File: src/stfr_pkg.sv
`timescale 1ns / 1ps
`default_nettype none

package stfr_pkg;

    localparam int BUF_DEPTH = 64;
    localparam int ADDR_W    = 6;
    localparam int CNT_W     = 7;
    localparam int TICKS_W   = 16;

    localparam logic [TICKS_W-1:0] SILENCE_RESET = 16'hE000;

    localparam logic [1:0] MODE_BYTE    = 2'd0;
    localparam logic [1:0] MODE_TICK    = 2'd1;
    localparam logic [1:0] MODE_READ    = 2'd2;
    localparam logic [1:0] MODE_RELEASE = 2'd3;

    typedef struct packed {
        logic [ADDR_W-1:0] read_index;
        logic [7:0]        rx_byte;
        logic [1:0]        mode;
    } item_t;

    typedef struct packed {
        logic             byte_dropped;
        logic             timer_running;
        logic [7:0]       read_data;
        logic [CNT_W-1:0] byte_count;
        logic             frame_ready;
    } result_t;

    localparam int RESULT_W = $bits(result_t);
    localparam int OUT_W    = 24;
    localparam int IN_W     = 16;

endpackage

`default_nettype wire

File: src/stfr_core.sv
`timescale 1ns / 1ps
`default_nettype none

module stfr_core (
    input  wire logic                          clk,
    input  wire logic                          rst_n,
    input  wire logic                          in_valid,
    output logic                               in_ready,
    input  wire stfr_pkg::item_t               in_item,
    input  wire logic [stfr_pkg::TICKS_W-1:0]  silence_ticks,
    output logic                               res_valid,
    input  wire logic                          res_ready,
    output stfr_pkg::result_t                  res
);
    import stfr_pkg::*;

    logic [7:0]         mem [BUF_DEPTH];
    logic [7:0]         mem_q_reg;

    logic [CNT_W-1:0]   held_reg, held_next;
    logic [TICKS_W-1:0] silence_reg, silence_next;
    logic               counting_reg, counting_next;
    logic               ready_reg, ready_next;

    logic               s1_valid_reg;
    result_t            s1_res_reg;
    logic               s1_hit_reg;

    logic               accept;
    logic               wr_en;
    logic [ADDR_W-1:0]  rd_addr;
    logic               rd_hit;
    logic               dropped;

    assign in_ready = !s1_valid_reg || res_ready;
    assign accept   = in_valid && in_ready;

    always_comb
    begin
        held_next     = held_reg;
        silence_next  = silence_reg;
        counting_next = counting_reg;
        ready_next    = ready_reg;
        wr_en         = 1'b0;
        rd_addr       = in_item.read_index;
        rd_hit        = 1'b0;
        dropped       = 1'b0;
        case (in_item.mode)
            MODE_BYTE:
            begin
                if (held_reg < CNT_W'(BUF_DEPTH))
                begin
                    wr_en     = 1'b1;
                    held_next = held_reg + 1'b1;
                end
                else
                begin
                    dropped = 1'b1;
                end
                silence_next  = '0;
                counting_next = 1'b1;
            end
            MODE_TICK:
            begin
                if (counting_reg)
                begin
                    silence_next = silence_reg + 1'b1;
                    if (silence_next >= silence_ticks)
                    begin
                        counting_next = 1'b0;
                        if (held_reg != '0)
                        begin
                            ready_next = 1'b1;
                        end
                    end
                end
            end
            MODE_READ:
            begin
                rd_hit = {1'b0, in_item.read_index} < held_reg;
            end
            default:
            begin
                rd_addr    = '0;
                rd_hit     = held_reg != '0;
                held_next  = '0;
                ready_next = 1'b0;
            end
        endcase
    end

    always_ff @(posedge clk or negedge rst_n)
    begin
        if (!rst_n)
        begin
            held_reg     <= '0;
            silence_reg  <= '0;
            counting_reg <= 1'b0;
            ready_reg    <= 1'b0;
            s1_valid_reg <= 1'b0;
        end
        else
        begin
            if (accept)
            begin
                held_reg     <= held_next;
                silence_reg  <= silence_next;
                counting_reg <= counting_next;
                ready_reg    <= ready_next;
                s1_valid_reg <= 1'b1;
            end
            else if (res_ready)
            begin
                s1_valid_reg <= 1'b0;
            end
        end
    end

    always_ff @(posedge clk)
    begin
        if (accept)
        begin
            s1_res_reg.frame_ready   <= ready_next;
            s1_res_reg.byte_count    <= held_next;
            s1_res_reg.read_data     <= '0;
            s1_res_reg.timer_running <= counting_next;
            s1_res_reg.byte_dropped  <= dropped;
            s1_hit_reg               <= rd_hit;
            mem_q_reg                <= mem[rd_addr];
            if (wr_en)
            begin
                mem[held_reg[ADDR_W-1:0]] <= in_item.rx_byte;
            end
        end
    end

    always_comb
    begin
        res           = s1_res_reg;
        res.read_data = s1_hit_reg ? mem_q_reg : 8'h00;
    end

    assign res_valid = s1_valid_reg;

endmodule

`default_nettype wire

File: src/silence_timeout_frame_receiver_unit.sv
`timescale 1ns / 1ps
// Channel   Direction  Content
// s_*       in         tuser = mode; tdata = rx_byte, read_index
// m_*       out        tdata = frame_ready, byte_count, read_data, timer_running,
//                      byte_dropped
// cfg_*     in         silence_ticks write, no read-back
//
// One item is taken per cycle while s_tready is high. A result is registered
// first in the state update and frame store read stage, then in the output
// register. s_tready drops only when both the stage behind the frame
// store and the output register hold results and m_tready is low. Reset clears
// the counters and flags at once; the frame store is not cleared.
`default_nettype none

module silence_timeout_frame_receiver_unit (
    input  wire logic                          clk,
    input  wire logic                          rst_n,
    input  wire logic                          s_tvalid,
    output logic                               s_tready,
    // [7:0] rx_byte, [13:8] read_index, [15:14] zero
    input  wire logic [stfr_pkg::IN_W-1:0]     s_tdata,
    // [1:0] mode
    input  wire logic [1:0]                    s_tuser,
    output logic                               m_tvalid,
    input  wire logic                          m_tready,
    // [0] frame_ready, [7:1] byte_count, [15:8] read_data, [16] timer_running,
    // [17] byte_dropped, [23:18] zero
    output logic [stfr_pkg::OUT_W-1:0]         m_tdata,
    input  wire logic                          cfg_wr_en,
    input  wire logic [stfr_pkg::TICKS_W-1:0]  cfg_wr_data
);
    import stfr_pkg::*;

    logic [TICKS_W-1:0] ticks_reg;
    item_t              item;
    logic               res_valid;
    logic               res_ready;
    result_t            res;
    logic               out_valid_reg;
    result_t            out_res_reg;

    always_comb
    begin
        item.mode       = s_tuser;
        item.rx_byte    = s_tdata[7:0];
        item.read_index = s_tdata[8 +: ADDR_W];
    end

    always_ff @(posedge clk or negedge rst_n)
    begin
        if (!rst_n)
        begin
            ticks_reg <= SILENCE_RESET;
        end
        else if (cfg_wr_en)
        begin
            ticks_reg <= cfg_wr_data;
        end
    end

    stfr_core u_core (
        .clk           (clk),
        .rst_n         (rst_n),
        .in_valid      (s_tvalid),
        .in_ready      (s_tready),
        .in_item       (item),
        .silence_ticks (ticks_reg),
        .res_valid     (res_valid),
        .res_ready     (res_ready),
        .res           (res)
    );

    assign res_ready = !out_valid_reg || m_tready;

    always_ff @(posedge clk or negedge rst_n)
    begin
        if (!rst_n)
        begin
            out_valid_reg <= 1'b0;
        end
        else if (res_ready)
        begin
            out_valid_reg <= res_valid;
        end
    end

    always_ff @(posedge clk)
    begin
        if (res_ready && res_valid)
        begin
            out_res_reg <= res;
        end
    end

    assign m_tvalid = out_valid_reg;
    assign m_tdata  = {(OUT_W - RESULT_W)'(0), out_res_reg};

endmodule

`default_nettype wire

File: config.mk
export PLATFORM = sky130hd
export DESIGN_NAME = silence_timeout_frame_receiver_unit
export DESIGN_NICKNAME = d
export VERILOG_FILES = /design/src/stfr_pkg.sv /design/src/stfr_core.sv /design/src/silence_timeout_frame_receiver_unit.sv
export SDC_FILE = /design/constraint.sdc
export NUM_CORES = 1
export LEC_CHECK = 0
export ABC_CLOCK_PERIOD_IN_PS = 7000
export BUFFER_PORTS_ARGS = -buffer_cell sky130_fd_sc_hd__buf_2
export CAP_MARGIN = 20
export CORE_MARGIN = 2
export CORE_UTILIZATION = 50
export DETAILED_ROUTE_END_ITERATION = 6
export HOLD_SLACK_MARGIN = 0.12
export PLACE_DENSITY = 0.66
export SYNTH_ARGS = -nofsm -noshare
export SYNTH_HDL_FRONTEND = slang
export SYNTH_HIERARCHICAL = 1
export SYNTH_SLANG_ARGS = --single-unit
File: constraint.sdc
create_clock -name clk -period 7 [get_ports clk]
set_input_delay 0.7 -clock clk [delete_from_list [all_inputs] [get_ports clk]]
set_output_delay 0.7 -clock clk [all_outputs]
set_load 0.01 [all_outputs]
Word level (Yosys, flattened, before mapping)
Memory sizes are Yosys's and may differ from the RTL's. A register that Yosys moved wholly into a read port is not among the register bits.
Cells that the tools add are included.
{"block": "word_totals", "regBits": 72, "ram_bits": 512, "inputBits": 39, "out_inout_bits": 26, "elab_cells": 62, "memories": 1}
{"memory": "u_core.mem", "words": 64, "width": 8, "read_ports": 1, "rd_ports_with_merged_regs": 1, "write_ports": 1, "line": "stfr_core.sv:17", "text": "logic [7:0] mem [BUF_DEPTH];"}
{"block": "classes", "n_addsub": 2, "magnitude_cmp": 3, "n_eq_ne": 3, "muxes": 21, "n_reduce_logical": 15}
{"operator": "16-bit one-hot mux with 2 select lines", "n": 1}
{"operator": "16-bit by 1-bit adder with 16-bit output, second input constant", "n": 1}
{"operator": "16-bit >= comparator", "n": 1}
{"operator": "16-bit 2-to-1 mux", "n": 1}
{"operator": "7-bit one-hot mux with 2 select lines", "n": 1}
{"operator": "1-bit 2-to-1 mux", "n": 13}
{"operator": "7-bit by 1-bit adder with 7-bit output, second input constant", "n": 1}
{"operator": "6-bit by 7-bit < comparator with 1-bit output", "n": 1}
{"operator": "7-bit < comparator, second input constant", "n": 1}
{"operator": "7-bit 2-to-1 mux", "n": 1}
{"operator": "7-bit nonzero test", "n": 1}
{"operator": "6-bit 2-to-1 mux", "n": 1}
{"operator": "1-bit one-hot mux with 2 select lines", "n": 3}
{"operator": "2-bit OR reduction", "n": 3}
{"operator": "2-bit nonzero test", "n": 2}
{"operator": "3-bit AND reduction", "n": 1}
{"operator": "3-bit OR reduction", "n": 1}
{"operator": "2-bit by 1-bit equality test with 1-bit output, second input constant", "n": 1}
{"operator": "2-bit equality test, second input constant", "n": 1}
{"operator": "1-bit logical AND", "n": 2}
{"operator": "1-bit zero test", "n": 2}
{"operator": "2-bit zero test", "n": 1}
{"operator": "1-bit logical OR", "n": 2}
{"operator": "2-bit by 1-bit != test with 1-bit output, second input constant", "n": 1}

Logic depth before layout (Yosys ltp)
{"block": "logic_depth", "ltp_word": 6, "ltp_mapped": 12, "mapped_depth_nobuf": 12}

Hierarchy
Netlist, hierarchy kept.
{"mod": "stfr_core", "n_inst": 1, "cells_per_inst": 1492, "area_each_um2": 23298.6, "seq_area_each_um2": 16595.9}
{"mod": "silence_timeout_frame_receiver_unit", "n_inst": 1, "cells_per_inst": 63, "area_each_um2": 1286.2, "seq_area_each_um2": 969.7}

Least setup slack after synthesis
OpenSTA, ideal clock, no wires.
{"block": "synth_path", "kind": "input to register", "startpoint": "input port m_tready", "endpoint": "memory u_core.mem[15][0] (enable)", "t_arrival_ns": 2.773, "setup_slack_ns": 3.857, "path_stages": 7, "n_path_buf": 1, "path_cell_list": "nand2b_1 > nand2b_1 > nand2_1 > inv_1 > buf_1 > nand3_1 > nor2_1"}
{"block": "synth_between", "elab_chain_len": 5}
{"element": "from (decl)", "line": "silence_timeout_frame_receiver_unit.sv:25", "text": "input wire logic m_tready,"}
{"element": "1-bit logical OR", "line": "silence_timeout_frame_receiver_unit.sv:73", "text": "assign res_ready = !out_valid_reg || m_tready;"}
{"element": "1-bit logical OR", "line": "stfr_core.sv:35", "text": "assign in_ready = !s1_valid_reg || res_ready;"}
{"element": "named net s_tready", "line": "silence_timeout_frame_receiver_unit.sv:19", "text": "output logic s_tready,"}
{"element": "1-bit logical AND", "line": "stfr_core.sv:36", "text": "assign accept = in_valid && in_ready;"}
{"element": "named net u_core.accept", "line": "stfr_core.sv:29", "text": "logic accept;"}
{"element": "1-bit 2-to-1 mux", "line": "stfr_core.sv:121", "text": "if (accept)"}
{"element": "1-bit 2-to-1 mux (not written as such)", "line": "stfr_core.sv:132", "text": "mem[held_reg[ADDR_W-1:0]] <= in_item.rx_byte;"}
{"element": "to (decl)", "line": "stfr_core.sv:17"}
The timed path passes the listed nets, and every way through them passes these cells.

Worst setup path after layout
{"block": "layout_path", "startpoint": "input port s_tuser[0]", "endpoint": "register u_core.mem_q_reg[7] (read register of u_core.mem), data pin"}
{"block": "layout_between", "elab_chain_len": 3}
{"element": "from (decl)", "line": "silence_timeout_frame_receiver_unit.sv:23", "text": "input wire logic [1:0] s_tuser,"}
{"element": "2-bit equality test, or another cell as far along", "line": "stfr_core.sv:48", "text": "case (in_item.mode)"}
{"element": "3-bit OR reduction (no source line) *"}
{"element": "6-bit 2-to-1 mux *", "line": "stfr_core.sv:48"}
{"element": "to (decl)", "line": "stfr_core.sv:18", "text": "logic [7:0] mem_q_reg;"}
Mark *: on every way between the ends. The rest lies on a longest branch, timed or not.
A chain may end at the register's enable or synchronous reset.

==> out/results.ini <==
[power_and_ir_drop]
finalPower_mw=7.29
power_leakage_nw=9.08
power_density_nw_per_um2=269
vdd_drop_max_mv=0.182

[worst_setup_path]
crit_arrival_ns=3.95
r2r-end=u_core/mem[14][5]$_DFFE_PP_
start_kind=input port
required_ns=7.34
cp-end-kind=flop
cp_max_fo=32
reg2reg_slack_ns=3.42
path_class=input port to flop
r2r-start=m_tvalid$_DFFE_PN0P_
rr_worst_depth=7

[drt]
viasPerCell=5.99
wl_per_cell_um=24.1
drtIter0Drc=1683
vias=13865
wl_um=55800
dr.pass1.iters=5
drcViolationCount=0
final_antenna_net_count=0

[finish]
nets=1672
largest_reg_flops=512
n_fill_cell=3803
multi_input_area_um2=6270
drive_above_1_share=0.152
ff_latch_area_um2=17600
area_growth_pct=10.0

[min_path]
hold_class=input port to flop
hp-start=s_tvalid
holdPathEnd=u_core/res_valid$_DFFE_PN0P_
min_path_cells=2

[clock_tree]
clkSlewWorstSetupHoldPaths_ns=0.06
cts_buffers=58
h-tree-depth=2
cts_tree=done
clk_latency_ns=0.61
clock_path_buffers=3
post-cts-setup-buffers=0
cts.sinks=592
cts_root_buf=clkbuf_16

[outcome]
status=finished, final reports clean

[run]
maxCapViolCount=0

[timing]
fin_crit_ns=3.61
skew_ns=0.0174
hold_viol=0
grt_setup_unrepaired=false
setup_violations=0
finalCritPeriodShare=0.516
max_freq_ghz=0.277
slew_viol_final=0
setup_ws_ns=3.39
slew_headroom=0.238
worstMarginPinSlew_ns=1.13
tns_ns=0

[synthesis]
synth_cells=1555
synthDistinctLibCells=73
ys_ff_latch=592
synth_edf_count=549
synth_ff_type=edfxtp_1
syn_avg_cell_area_um2=15.8
ys_seq_area_frac=0.714
yosys_warnings=6
async_flop_share=0.0726
synthesis.area_um2=24600

[global_routing]
grtUsageTotal=0.224
globalRouteOverflowTotal=0
first_global_vias=13663
grt_max_degree=65
antenna_found_initial=1
grt_pass1_wl_um=84700

[die]
start_util=0.504
dieArea_um2=51000
die_y_um=226
core-area_um2=48700
die_x_um=226
row_count=81
io-pin-count=65

[placement]
numPortBuffers=56
hpwl_um=33800
gp_congestion=0.835
pre_cts_ws_ns=2.78

[how the worst max path moves through the flow]
stage | startpoint | end | slack, ns | cells past startpoint
floorplan | m_tready | u_core/mem[15][0]$_DFFE_PP_ | 3.86 | 7
global placement | s_tuser[0] | u_core/mem_q_reg[7]$_DFFE_PP_ | 2.81 | 10
detailed placement | s_tuser[0] | u_core/mem_q_reg[7]$_DFFE_PP_ | 2.78 | 10
CTS | m_tvalid$_DFFE_PN0P_ | u_core/mem[14][5]$_DFFE_PP_ | 3.42 | 7
global route | s_tuser[0] | u_core/mem_q_reg[7]$_DFFE_PP_ | 3.17 | 10
finish | s_tuser[0] | u_core/mem_q_reg[7]$_DFFE_PP_ | 3.39 | 10
[Yosys cell counts, drive strengths merged, types with 2 or more instances]
master | number | share of area
o311ai | 8 | 0.0032
nand4 | 4 | 0.0010
a21oi | 32 | 0.0067
nand2 | 68 | 0.010
and2 | 12 | 0.0031
xnor2 | 8 | 0.0029
a21o | 8 | 0.0024
clkbuf | 35 | 0.0055
nor3b | 3 | 0.0011
or2 | 9 | 0.0023
a31oi | 7 | 0.0018
a31o | 2 | 0.00071
o22a | 7 | 0.0025
nor2 | 114 | 0.017
o31ai | 12 | 0.0039
xor2 | 9 | 0.0032
a22o | 9 | 0.0032
nand4b | 6 | 0.0021
dfrtp | 40 | 0.041
o211ai | 11 | 0.0034
o21bai | 3 | 0.00092
nand3 | 36 | 0.0073
buf | 64 | 0.021
dfstp | 3 | 0.0032
a211oi | 47 | 0.014
ha | 28 | 0.014
o32ai | 2 | 0.00071
mux2i | 40 | 0.016
a22oi | 5 | 0.0015
a211o | 9 | 0.0032
o21ai | 51 | 0.010
mux4 | 40 | 0.038
o22ai | 66 | 0.017
edfxtp | 549 | 0.67
and3 | 14 | 0.0036
o41ai | 6 | 0.0040
o2111ai | 12 | 0.0043
inv | 36 | 0.0055
mux2 | 27 | 0.014
o221ai | 38 | 0.014
or3 | 5 | 0.0013
nand2b | 17 | 0.0043
nor2b | 30 | 0.0076
nor3 | 11 | 0.0022
[layer usage]
metal | vias to the layer above | wire, µm | GRT usage
li1 | 6235 | - | -
met1 | 7028 | 23400 | 0.313
met5 | - | 0 | 0
met2 | 496 | 26900 | 0.360
met3 | 106 | 3770 | 0.0316
met4 | 0 | 1660 | 0.0805
[report_power, final]
| group | total [mW] | internal (mW) | switching (mW) | leakage (nW) |
|---|---|---|---|---|
| combinational | 0.484 | 0.165 | 0.319 | 2.75 |
| sequential | 3.94 | 3.91 | 0.0241 | 5.50 |
| clock | 2.87 | 1.61 | 1.26 | 0.828 |
| total | 7.29 | 5.69 | 1.60 | 9.08 |
[critical path, cell delays in order]
cell and delay [ns]:
buf_2 0.11, ha_2 0.65, buf_4 0.36, nand2b_2 0.17, buf_4 0.52, mux4_1 0.68, o22a_1 0.23, nand3_1 0.11
nand4b_1 0.25, o41ai_2 0.12
[metrics by stage]
| step | instance area [µm²] | hold slack (ns) | std cells | util |
|---|---|---|---|---|
| after CTS | 27000 | 0.280 | 2309 | 0.554 |
| after global routing | 27000 | 0.308 | 2313 | 0.555 |
| after detailed placement | 25300 | 0.405 | 2206 | 0.519 |
| final | 27000 | 0.306 | 2313 | 0.555 |
| after global placement | 25300 | 0.403 | 2206 | 0.519 |
| after floorplan | 24600 | 0.400 | 1560 | - |
[cell usage in the layout, fill, tap and decap left out, types with 37 or more instances in the layout]
cell type | Yosys | routed
o21ai_0 | 50 | 50
clkbuf_16 | 0 | 59
o221ai_1 | 37 | 37
a211oi_1 | 47 | 47
mux2i_1 | 40 | 40
dfrtp_1 | 40 | 40
buf_2 | 28 | 54
edfxtp_1 | 549 | 549
nor2_1 | 114 | 114
o22ai_1 | 66 | 66
nand2_1 | 68 | 68
[logic make-up after synthesis]
logic type,Yosys count,share of synthesized area
flip-flops,592,0.714
AO/OA/AOI/OAI,342,0.101
AND/OR/NAND/NOR,332,0.0650
buffers and inverters,136,0.0318
multiplexers,107,0.0677
adder cells (fa/ha/maj),28,0.0143
XOR/XNOR,17,0.00606
other,1,0.000153
[area by class of cell]
cell class / instances / area share
sequential: 592 / 0.649
multi-input combinational: 832 / 0.232
clock buffer: 76 / 0.0569
tap: 664 / 0.0307
timing repair buffer: 84 / 0.0189
clock inverter: 27 / 0.00689
inverter: 37 / 0.00513
antenna: 1 / 0.0000925
[repair_timing]
action                                 4_1_cts  5_1_grt
hold buffers                                 0        1
resized for setup                            0        0
endpoints found under the hold margin        0       10
Note: power is estimated with default switching activity, not from simulation.
